## src/rtl/tocc_pkg.sv

```systemverilog
package tocc_pkg;

	// sizes
	localparam int MAX_NODES = 32;
	localparam int MAX_EDGES = 64;
	localparam int NODE_W    = $clog2(MAX_NODES);
	localparam int EDGE_AW   = $clog2(MAX_EDGES);
	localparam int ECNT_W    = $clog2(MAX_EDGES + 1);
	localparam int NCNT_W    = $clog2(MAX_NODES + 1);

	// item codes
	localparam logic ACT_ADD   = 1'b0;
	localparam logic ACT_SOLVE = 1'b1;
	localparam logic [1:0] REL_LESS    = 2'd0;
	localparam logic [1:0] REL_GREATER = 2'd1;

	// result status codes
	localparam logic [1:0] ST_POSSIBLE   = 2'd0;
	localparam logic [1:0] ST_IMPOSSIBLE = 2'd1;
	localparam logic [1:0] ST_UNKNOWN    = 2'd2;
	localparam logic [1:0] ST_FULL       = 2'd3;

	typedef enum logic [3:0] {
		S_IDLE,
		S_CLEAR,
		S_ROOT,
		S_SCAN,
		S_EVAL,
		S_POP_RD,
		S_POP_LD,
		S_EMIT_RD,
		S_EMIT_WR,
		S_RESULT
	} state_t;

	// controller to datapath
	typedef struct packed {
		logic add_load;
		logic clr;
		logic root_skip;
		logic root_start;
		logic eval;
		logic finish;
		logic pop_load;
		logic emit_load;
		logic res_load;
		logic res_cycle;
	} cmd_t;

	// datapath to controller
	typedef struct packed {
		logic s_lt_n;
		logic root_fin;
		logic e_lt_cnt;
		logic cycle;
		logic parents_zero;
		logic emit_last;
		logic done_zero;
		logic out_free;
	} sts_t;

endpackage

```

## src/rtl/tocc_if.sv

```systemverilog
interface tocc_item_if;
	logic       valid;
	logic       ready;
	logic       action;
	logic [4:0] first_node;
	logic [4:0] second_node;
	logic [1:0] relation;

	modport source (output valid, action, first_node, second_node, relation, input ready);
	modport sink (input valid, action, first_node, second_node, relation, output ready);
endinterface

interface tocc_result_if;
	logic       valid;
	logic       ready;
	logic [1:0] status;
	logic       has_node;
	logic [4:0] node_id;
	logic       last;

	modport source (output valid, status, has_node, node_id, last, input ready);
	modport sink (input valid, status, has_node, node_id, last, output ready);
endinterface

```

## src/rtl/tocc_ctrl.sv

```systemverilog
module tocc_ctrl (
	input  logic          clk,
	input  logic          arst_n,
	input  logic          item_valid,
	input  logic          item_action,
	output logic          item_ready,
	input  tocc_pkg::sts_t sts,
	output tocc_pkg::cmd_t cmd
);

	tocc_pkg::state_t state_q, state_d;
	logic res_cycle_q, res_cycle_d;
	logic acc;

	assign item_ready = (state_q == tocc_pkg::S_IDLE) && sts.out_free;
	assign acc        = item_valid && item_ready;

	// state register
	always_ff @(posedge clk or negedge arst_n) begin
		if (!arst_n) begin
			state_q     <= tocc_pkg::S_IDLE;
			res_cycle_q <= 1'b0;
		end else begin
			state_q     <= state_d;
			res_cycle_q <= res_cycle_d;
		end
	end

	// next state
	always_comb begin
		state_d     = state_q;
		res_cycle_d = res_cycle_q;
		unique case (state_q)
			tocc_pkg::S_IDLE: begin
				if (acc && item_action == tocc_pkg::ACT_SOLVE) state_d = tocc_pkg::S_CLEAR;
			end
			tocc_pkg::S_CLEAR: state_d = tocc_pkg::S_ROOT;
			tocc_pkg::S_ROOT: begin
				if (!sts.s_lt_n) begin
					res_cycle_d = 1'b0;
					state_d = sts.done_zero ? tocc_pkg::S_RESULT : tocc_pkg::S_EMIT_RD;
				end else if (!sts.root_fin) begin
					state_d = tocc_pkg::S_SCAN;
				end
			end
			tocc_pkg::S_SCAN: begin
				if (sts.e_lt_cnt) state_d = tocc_pkg::S_EVAL;
				else if (sts.parents_zero) state_d = tocc_pkg::S_ROOT;
				else state_d = tocc_pkg::S_POP_RD;
			end
			tocc_pkg::S_EVAL: begin
				if (sts.cycle) begin
					res_cycle_d = 1'b1;
					state_d = tocc_pkg::S_RESULT;
				end else begin
					state_d = tocc_pkg::S_SCAN;
				end
			end
			tocc_pkg::S_POP_RD: state_d = tocc_pkg::S_POP_LD;
			tocc_pkg::S_POP_LD: state_d = tocc_pkg::S_SCAN;
			tocc_pkg::S_EMIT_RD: state_d = tocc_pkg::S_EMIT_WR;
			tocc_pkg::S_EMIT_WR: begin
				if (sts.out_free) state_d = sts.emit_last ? tocc_pkg::S_IDLE : tocc_pkg::S_EMIT_RD;
			end
			tocc_pkg::S_RESULT: begin
				if (sts.out_free) state_d = tocc_pkg::S_IDLE;
			end
			default: state_d = tocc_pkg::S_IDLE;
		endcase
	end

	// commands
	always_comb begin
		cmd = '0;
		cmd.res_cycle = res_cycle_q;
		unique case (state_q)
			tocc_pkg::S_IDLE:    cmd.add_load = acc && item_action == tocc_pkg::ACT_ADD;
			tocc_pkg::S_CLEAR:   cmd.clr = 1'b1;
			tocc_pkg::S_ROOT: begin
				cmd.root_skip  = sts.s_lt_n && sts.root_fin;
				cmd.root_start = sts.s_lt_n && !sts.root_fin;
			end
			tocc_pkg::S_SCAN:    cmd.finish = !sts.e_lt_cnt;
			tocc_pkg::S_EVAL:    cmd.eval = 1'b1;
			tocc_pkg::S_POP_RD:  cmd = cmd;
			tocc_pkg::S_POP_LD:  cmd.pop_load = 1'b1;
			tocc_pkg::S_EMIT_RD: cmd = cmd;
			tocc_pkg::S_EMIT_WR: cmd.emit_load = sts.out_free;
			tocc_pkg::S_RESULT:  cmd.res_load = sts.out_free;
			default:             cmd = '0;
		endcase
	end

	// a solve never starts while a result is still being emitted
	a_ready_idle: assert property (@(posedge clk) disable iff (!arst_n)
		item_ready |-> state_q == tocc_pkg::S_IDLE)
		else $error("ready outside idle");
	a_eval_after_scan: assert property (@(posedge clk) disable iff (!arst_n)
		state_q == tocc_pkg::S_EVAL |-> $past(state_q) == tocc_pkg::S_SCAN)
		else $error("eval without edge read");
	a_cycle_only_eval: assert property (@(posedge clk) disable iff (!arst_n)
		(state_q == tocc_pkg::S_RESULT && res_cycle_q && $changed(state_q))
			|-> $past(state_q) == tocc_pkg::S_EVAL)
		else $error("cycle result not from edge evaluation");

endmodule

```

## src/rtl/tocc_dp.sv

```systemverilog
module tocc_dp (
	input  logic           clk,
	input  logic           arst_n,
	input  logic [4:0]     first_node,
	input  logic [4:0]     second_node,
	input  logic [1:0]     relation,
	input  tocc_pkg::cmd_t cmd,
	output tocc_pkg::sts_t sts,
	tocc_result_if.source  result
);

	localparam int NW = tocc_pkg::NODE_W;
	localparam int EA = tocc_pkg::EDGE_AW;
	localparam int EC = tocc_pkg::ECNT_W;
	localparam int NC = tocc_pkg::NCNT_W;

	// memories
	logic [NW-1:0] src_mem   [tocc_pkg::MAX_EDGES];
	logic [NW-1:0] tgt_mem   [tocc_pkg::MAX_EDGES];
	logic [NW+EC-1:0] stk_mem [tocc_pkg::MAX_NODES];
	logic [NW-1:0] ord_mem   [tocc_pkg::MAX_NODES];

	logic [NW-1:0]    rd_src_q, rd_tgt_q, rd_ord_q;
	logic [NW+EC-1:0] rd_stk_q;

	// control state
	logic [EC-1:0] edge_cnt_q;
	logic [NC-1:0] node_cnt_q;
	logic [tocc_pkg::MAX_NODES-1:0] fin_q, path_q;
	logic [NC-1:0] s_q;
	logic [NW-1:0] cur_v_q;
	logic [EC-1:0] cur_e_q;
	logic [NW-1:0] parents_q;
	logic [NC-1:0] done_q;
	logic [NW-1:0] idx_q;

	logic          out_valid_q;
	logic [1:0]    out_status_q;
	logic          out_has_q;
	logic [NW-1:0] out_id_q;
	logic          out_last_q;

	logic          hit, push, full, unknown;
	logic [NC-1:0] a_ext, b_ext;
	logic [1:0]    add_status;

	assign hit     = rd_src_q == cur_v_q;
	assign push    = cmd.eval && hit && !path_q[rd_tgt_q] && !fin_q[rd_tgt_q]
		&& parents_q != NW'(tocc_pkg::MAX_NODES - 1);
	assign full    = edge_cnt_q == EC'(tocc_pkg::MAX_EDGES);
	assign unknown = relation != tocc_pkg::REL_LESS && relation != tocc_pkg::REL_GREATER;
	assign a_ext   = NC'(first_node) + NC'(1);
	assign b_ext   = NC'(second_node) + NC'(1);

	always_comb begin
		if (unknown) add_status = tocc_pkg::ST_UNKNOWN;
		else if (full) add_status = tocc_pkg::ST_FULL;
		else add_status = tocc_pkg::ST_POSSIBLE;
	end

	// status to controller
	assign sts.s_lt_n       = s_q < node_cnt_q;
	assign sts.root_fin     = fin_q[s_q[NW-1:0]];
	assign sts.e_lt_cnt     = cur_e_q < edge_cnt_q;
	assign sts.cycle        = hit && path_q[rd_tgt_q];
	assign sts.parents_zero = parents_q == '0;
	assign sts.emit_last    = NC'(idx_q) + NC'(1) == done_q;
	assign sts.done_zero    = done_q == '0;
	assign sts.out_free     = !out_valid_q || result.ready;

	// edge store
	always_ff @(posedge clk) begin
		if (cmd.add_load && !unknown && !full) begin
			src_mem[edge_cnt_q[EA-1:0]] <= relation == tocc_pkg::REL_LESS ? first_node : second_node;
			tgt_mem[edge_cnt_q[EA-1:0]] <= relation == tocc_pkg::REL_LESS ? second_node : first_node;
		end
		rd_src_q <= src_mem[cur_e_q[EA-1:0]];
		rd_tgt_q <= tgt_mem[cur_e_q[EA-1:0]];
	end

	// search stack and finishing order
	always_ff @(posedge clk) begin
		if (push) stk_mem[parents_q] <= {cur_v_q, cur_e_q + EC'(1)};
		if (cmd.finish) ord_mem[done_q[NW-1:0]] <= cur_v_q;
		rd_stk_q <= stk_mem[parents_q - NW'(1)];
		rd_ord_q <= ord_mem[idx_q];
	end

	// counters, marks and walk position
	always_ff @(posedge clk or negedge arst_n) begin
		if (!arst_n) begin
			edge_cnt_q <= '0;
			node_cnt_q <= '0;
			fin_q      <= '0;
			path_q     <= '0;
			s_q        <= '0;
			cur_v_q    <= '0;
			cur_e_q    <= '0;
			parents_q  <= '0;
			done_q     <= '0;
			idx_q      <= '0;
		end else begin
			if (cmd.add_load) begin
				if (a_ext > node_cnt_q || b_ext > node_cnt_q)
					node_cnt_q <= a_ext > b_ext ? a_ext : b_ext;
				if (!unknown && !full) edge_cnt_q <= edge_cnt_q + EC'(1);
			end
			if (cmd.clr) begin
				fin_q     <= '0;
				path_q    <= '0;
				s_q       <= '0;
				done_q    <= '0;
				idx_q     <= '0;
				parents_q <= '0;
			end
			if (cmd.root_skip) s_q <= s_q + NC'(1);
			if (cmd.root_start) begin
				cur_v_q <= s_q[NW-1:0];
				cur_e_q <= '0;
				path_q[s_q[NW-1:0]] <= 1'b1;
			end
			if (cmd.eval) begin
				if (push) begin
					cur_v_q   <= rd_tgt_q;
					cur_e_q   <= '0;
					parents_q <= parents_q + NW'(1);
					path_q[rd_tgt_q] <= 1'b1;
				end else begin
					cur_e_q <= cur_e_q + EC'(1);
				end
			end
			if (cmd.finish) begin
				path_q[cur_v_q] <= 1'b0;
				fin_q[cur_v_q]  <= 1'b1;
				done_q <= done_q + NC'(1);
				if (parents_q == '0) s_q <= s_q + NC'(1);
			end
			if (cmd.pop_load) begin
				cur_v_q   <= rd_stk_q[NW+EC-1:EC];
				cur_e_q   <= rd_stk_q[EC-1:0];
				parents_q <= parents_q - NW'(1);
			end
			if (cmd.emit_load) idx_q <= idx_q + NW'(1);
		end
	end

	// output register
	always_ff @(posedge clk or negedge arst_n) begin
		if (!arst_n) begin
			out_valid_q <= 1'b0;
		end else if (cmd.add_load || cmd.emit_load || cmd.res_load) begin
			out_valid_q <= 1'b1;
		end else if (result.ready) begin
			out_valid_q <= 1'b0;
		end
	end

	always_ff @(posedge clk) begin
		if (cmd.add_load) begin
			out_status_q <= add_status;
			out_has_q    <= 1'b0;
			out_id_q     <= '0;
			out_last_q   <= 1'b1;
		end else if (cmd.emit_load) begin
			out_status_q <= tocc_pkg::ST_POSSIBLE;
			out_has_q    <= 1'b1;
			out_id_q     <= rd_ord_q;
			out_last_q   <= sts.emit_last;
		end else if (cmd.res_load) begin
			out_status_q <= cmd.res_cycle ? tocc_pkg::ST_IMPOSSIBLE : tocc_pkg::ST_POSSIBLE;
			out_has_q    <= 1'b0;
			out_id_q     <= '0;
			out_last_q   <= 1'b1;
		end
	end

	assign result.valid    = out_valid_q;
	assign result.status   = out_status_q;
	assign result.has_node = out_has_q;
	assign result.node_id  = out_id_q;
	assign result.last     = out_last_q;

	a_edge_cnt: assert property (@(posedge clk) disable iff (!arst_n)
		edge_cnt_q <= EC'(tocc_pkg::MAX_EDGES))
		else $error("edge count past store depth");
	a_cur_on_path: assert property (@(posedge clk) disable iff (!arst_n)
		cmd.eval |-> path_q[cur_v_q])
		else $error("current node not on path");
	a_done_bound: assert property (@(posedge clk) disable iff (!arst_n)
		cmd.finish |-> done_q < NC'(tocc_pkg::MAX_NODES) && !fin_q[cur_v_q])
		else $error("node finished twice");

endmodule

```

## src/rtl/topological_order_with_cycle_check.sv

```systemverilog
// Topological sort with cycle check. An add item (action 0) stores one edge
// from the lesser to the greater node unless the relation is unknown or the
// store is full, and answers with a single registered result; adds can be
// taken back to back while the result is drained. A solve item (action 1)
// runs a depth-first search over nodes 0..node_count-1 using the single read
// port of the 64-entry edge store: an edge examined takes a registered read,
// then an evaluate step; a backtrack a finish, stack read and stack load
// step; a node a start or skip step. Nodes then stream out in finishing order
// (a read then a write step each), or one result on a cycle or empty graph.
module topological_order_with_cycle_check (
	input logic          clk,
	input logic          arst_n,
	tocc_item_if.sink    item,
	tocc_result_if.source result
);

	tocc_pkg::cmd_t cmd;
	tocc_pkg::sts_t sts;

	tocc_ctrl u_ctrl (
		.clk         (clk),
		.arst_n      (arst_n),
		.item_valid  (item.valid),
		.item_action (item.action),
		.item_ready  (item.ready),
		.sts         (sts),
		.cmd         (cmd)
	);

	tocc_dp u_dp (
		.clk         (clk),
		.arst_n      (arst_n),
		.first_node  (item.first_node),
		.second_node (item.second_node),
		.relation    (item.relation),
		.cmd         (cmd),
		.sts         (sts),
		.result      (result)
	);

endmodule
```

## src/flat_wrapper.sv

```systemverilog
// flat-port wrapper written by rule: the top's interface ports become plain ports
module topological_order_with_cycle_check_flat 
  (clk, arst_n, item_valid, item_action, item_first_node, item_second_node, item_relation, item_ready, result_valid, result_status, result_has_node, result_node_id, result_last, result_ready);
  tocc_item_if item_i ();
  tocc_result_if result_i ();
  input logic clk;
  input logic arst_n;
  input wire logic [$bits(item_i.valid)-1:0] item_valid;
  input wire logic [$bits(item_i.action)-1:0] item_action;
  input wire logic [$bits(item_i.first_node)-1:0] item_first_node;
  input wire logic [$bits(item_i.second_node)-1:0] item_second_node;
  input wire logic [$bits(item_i.relation)-1:0] item_relation;
  output wire logic [$bits(item_i.ready)-1:0] item_ready;
  output wire logic [$bits(result_i.valid)-1:0] result_valid;
  output wire logic [$bits(result_i.status)-1:0] result_status;
  output wire logic [$bits(result_i.has_node)-1:0] result_has_node;
  output wire logic [$bits(result_i.node_id)-1:0] result_node_id;
  output wire logic [$bits(result_i.last)-1:0] result_last;
  input wire logic [$bits(result_i.ready)-1:0] result_ready;
  assign item_i.valid = item_valid;
  assign item_i.action = item_action;
  assign item_i.first_node = item_first_node;
  assign item_i.second_node = item_second_node;
  assign item_i.relation = item_relation;
  assign item_ready = item_i.ready;
  assign result_valid = result_i.valid;
  assign result_status = result_i.status;
  assign result_has_node = result_i.has_node;
  assign result_node_id = result_i.node_id;
  assign result_last = result_i.last;
  assign result_i.ready = result_ready;
  topological_order_with_cycle_check u_core (.clk(clk), .arst_n(arst_n), .item(item_i), .result(result_i));
endmodule
```

## config.mk

```make
export PLATFORM = sky130hd
export DESIGN_NAME = topological_order_with_cycle_check_flat
export DESIGN_NICKNAME = d
export VERILOG_FILES = /design/src/rtl/tocc_pkg.sv /design/src/rtl/tocc_if.sv /design/src/rtl/tocc_ctrl.sv /design/src/rtl/tocc_dp.sv /design/src/rtl/topological_order_with_cycle_check.sv /design/src/flat_wrapper.sv
export SDC_FILE = /design/constraint.sdc
export NUM_CORES = 2
export LEC_CHECK = 0
export ABC_CLOCK_PERIOD_IN_PS = 11600
export BUFFER_PORTS_ARGS = -buffer_cell sky130_fd_sc_hd__buf_4
export CORE_MARGIN = 10
export CORE_UTILIZATION = 30
export CTS_CLUSTER_DIAMETER = 30
export CTS_CLUSTER_SIZE = 14
export DETAILED_ROUTE_END_ITERATION = 10
export SYNTH_ARGS = -nofsm -noshare
export SYNTH_HDL_FRONTEND = slang
export SYNTH_HIERARCHICAL = 1
export SYNTH_SLANG_ARGS = --single-unit
export TNS_END_PERCENT = 5
```

## constraint.sdc

```tcl
create_clock -name clk -period 11.6 [get_ports clk]
set_input_delay 0.58 -clock clk [delete_from_list [all_inputs] [get_ports clk]]
set_output_delay 0.58 -clock clk [all_outputs]
set_load 0.01 [all_outputs]
```

==> results.py <==
metrics = {
    "outcome": {
        "status": "completed",
    },
    "timing": {
        "finalMaxSlewViolations": 0,
        "min_period_ns": 4.82,
        "rsz0062_at_grt": "false",
        "slew_headroom_pct": 8.22,
        "period_share_pct": 41.5,
        "fmax_mhz": 208,
        "fin_setup_tns_ns": 0,
        "hold_viol": 0,
        "skew_ns": 0.0301,
        "finalSetupViolCount": 0,
        "worst_slew_pin_slew_ns": 1.37,
    },
    "pwr": {
        "clkPwrFrac_pct": 41.4,
        "total_power_mw": 15.1,
        "p_sw_share_pct": 28.4,
        "ir_drop_mv": 0.135,
        "combinationalPowerShare_pct": 20.1,
        "pwr_density_cell_mw_per_mm2": 234,
        "p_sw_mw": 4.29,
        "leakagePower_nw": 20.7,
        "p_int_mw": 10.8,
        "power_frac_seq_pct": 38.5,
    },
    "worst_setup_path": {
        "timing.rr.start": "u_core/u_dp/rd_tgt_q[0]",
        "reg2regPathDepth": 7,
        "start_kind": "flip-flop",
        "endpoint": "u_core/u_dp/stk_mem[4][10]",
        "cp_max_fo": 30,
        "reg2reg_slack_ns": 6.78,
        "path_class": "flip-flop to flip-flop",
        "cp.required_ns": 12.00,
        "cp_cell_sequence": "mux4_2 -> a22oi_1 -> nand4b_1 -> a2111oi_4 -> buf_4 -> nand2_1 -> nor2_1",
        "startpoint": "u_core/u_dp/rd_tgt_q[0]",
        "crit_path_top_delay_cell": "dfxtp_1",
        "timing.rr.end": "u_core/u_dp/stk_mem[4][10]",
        "slowest_delay_ns": 1.09,
        "crit_arrival_ns": 5.22,
        "end_kind": "flip-flop",
    },
    "layout": {
        "final_area_sq_mm": 0.0647,
        "regArea_sq_mm": 0.0392,
        "multi_input_area_sq_mm": 0.0143,
        "drive_gt1_share_pct": 29.5,
        "fin_cells": 5489,
        "postLayoutCoreUtil_pct": 35.8,
        "fin_nets": 3004,
        "fillCellCount": 16500,
        "area_delta_synth_final_pct": 18.8,
    },
    "drt": {
        "drtPass1Iterations": 7,
        "wirelength_um": 129000,
        "wl_per_cell_um": 23.5,
        "antenna_left": 0,
        "viasPerCell": 5.01,
        "drt_iter0_markers": 2684,
        "via_count": 27500,
        "drc": 0,
    },
    "logic_synthesis": {
        "seq_area_frac_synth_pct": 72.1,
        "synth.avg_cell_area_sq_um": 19.4,
        "syn_nets": 2872,
        "yosysWarnings": 6,
        "synth.cell_area_sq_mm": 0.0544,
        "synth_ff_type": "edfxtp_1",
        "synth_edf_count": 1186,
        "yosysUniqueCellTypes": 70,
        "synthArstFlopShare_pct": 8.75,
        "synth_seq_cells": 1337,
        "syn_inst": 2806,
    },
    "global_routing": {
        "gr-usage-all-layers_pct": 12.8,
        "antenna_found_initial": 3,
        "grt_start_max_net_pins": 81,
        "grt_pass1_wl_um": 192000,
        "grt_pass1_vias": 27800,
        "grt.overflow.total": 0,
    },
    "placement": {
        "dp_cells": 5100,
        "placed_area_sq_mm": 0.0575,
        "gp_congestion": 0.774,
        "io_buffers": 27,
        "dpl.hpwl_um": 76100,
    },
    "clock_tree": {
        "cts_buffers": 205,
        "insertion_delay_ns": 0.80,
        "cts_tree": "done",
        "cts_root_buf": "clkbuf_16",
        "clock-sinks": 1337,
        "cts_max_level": 4,
        "clk_pin_slew_ns": 0.05,
        "post-cts-setup-buffers": 0,
        "cts_buffer_depth": 3,
    },
    "floorplan": {
        "start_util_pct": 30.1,
        "die_w_um": 446,
        "dieArea_sq_mm": 0.199,
        "io_pins": 28,
        "num_rows": 156,
        "fp.dieH_um": 446,
        "core_sq_mm": 0.181,
    },
    "flow_run": {
        "cap_violations": 0,
    },
    "min_path": {
        "min-delay-path-class": "input pin to flip-flop",
    },
}
[worst max-delay path, delay by kind of cell, from the launching register on]
family	cells	cell delay, ns
AOI/OAI and AO/OA	2	0.63
buffers and inverters	1	0.34
DFF	1	1.09
muxes	1	0.62
and+or+nand+nor	3	1.69
[through the flow]
step                setup slack, ns  hold WS [ns]
global route                   6.52         0.251
finish                         6.78         0.252
detailed placement             6.73         0.425
global placement               6.87         0.423
floorplan                      7.50         0.284
CTS                            6.72         0.194
[layer usage]
| metal | vias to the layer above | GRT usage (%) | routed length (um) |
|---|---|---|---|
| met5 | - | 0 | 11 |
| met4 | 2 | 3.70 | 2540 |
| met3 | 189 | 2.54 | 7700 |
| met2 | 931 | 20.3 | 62300 |
| met1 | 14600 | 17.7 | 56100 |
| li1 | 11700 | - | - |
[cell type report]
cell class	instances	share of cell area, %
Timing Repair Buffer	84	0.979
Inverter	104	0.604
Tap cell	2370	4.59
Sequential cell	1337	60.7
Clock inverter	162	2.90
Clock buffer	222	8.18
Multi-Input combinational cell	1206	22.0
Antenna cell	4	0.0155
[worst min-delay path by stage]
stage,from,endpoint,slack [ns],cells past startpoint
final,item_relation[1],u_core/u_dp/edge_cnt_q[2],0.25,4
after global routing,item_second_node[0],u_core/u_dp/node_cnt_q[0],0.25,3
after CTS,item_relation[1],u_core/u_dp/edge_cnt_q[2],0.19,4
after detailed placement,u_core/u_dp/rd_stk_q[10],u_core/u_dp/cur_v_q[3],0.43,2
after global placement,u_core/u_dp/rd_stk_q[10],u_core/u_dp/cur_v_q[3],0.42,2
after floorplan,arst_n,u_core/u_ctrl/res_cycle_q,0.28,0
[kinds of logic (layout without fill, tap and decap cells)]
| family | Yosys count | in the layout | share of synthesized area (%) |
|---|---|---|---|
| compound gates | 245 | 245 | 2.74 |
| xor+xnor | 36 | 36 | 0.579 |
| fa+ha+maj | 49 | 49 | 1.13 |
| buf+inv | 263 | 572 | 1.93 |
| flops | 1337 | 1337 | 72.1 |
| mux | 457 | 457 | 17.7 |
| other cells | 0 | 4 | 0 |
| simple gates | 419 | 419 | 3.89 |
[sequential cells by signal (all words and copies together) (netlist names), 7 cells and up]
register,flops
u_core/u_dp/cur_e_q,7
u_core/u_dp/src_mem,320
u_core/u_dp/ord_mem,160
u_core/u_dp/path_q,32
u_core/u_dp/fin_q,32
u_core/u_dp/stk_mem,384
u_core/u_dp/tgt_mem,320
u_core/u_dp/edge_cnt_q,7
u_core/u_dp/rd_stk_q,12
[cells in the mapped netlist (39+ instances only)]
master	count	area [sq um]
a21oi_1	90	450
buf_1	39	146
clkbuf_1	98	368
dfrtp_1	117	2930
edfxtp_1	1186	35600
ha_1	49	613
inv_1	104	390
mux2_2	40	450
mux4_2	398	8960
nand2_1	69	259
nor2_1	163	612
o22ai_1	65	407
[repair_timing]
item / in CTS / in global routing
hold endpoints to repair: 54 / 0
resized for setup: 0 / 0
hold buffers: 1 / 0
[cell usage in the layout, fill, tap and decap left out, types with 27 or more instances in the layout]
cell | Yosys | layout
a21oi_1 | 90 | 90
buf_4 | 1 | 83
bufinv_16 | 0 | 27
clkbuf_16 | 0 | 209
clkinv_2 | 0 | 27
clkinv_4 | 0 | 27
dfrtp_1 | 117 | 106
dfxtp_1 | 34 | 34
edfxtp_1 | 1186 | 1186
ha_1 | 49 | 48
inv_1 | 104 | 104
mux2_2 | 40 | 40
mux4_2 | 398 | 398
nand2_1 | 69 | 69
nand3_1 | 38 | 38
nor2_1 | 163 | 162
o22ai_1 | 65 | 65
[power by group through the flow]
stage | sequential (mW) | clock (mW) | combinational (mW)
after floorplan | 5.75 | 0 | 2.07
after global placement | 5.91 | 0 | 3.04
after detailed placement | 5.91 | 0 | 3.07
after CTS | 5.82 | 6.38 | 3.08
after global routing | 5.83 | 6.62 | 3.22
final | 5.82 | 6.26 | 3.04
Note: power is estimated with default switching activity, not from simulation.
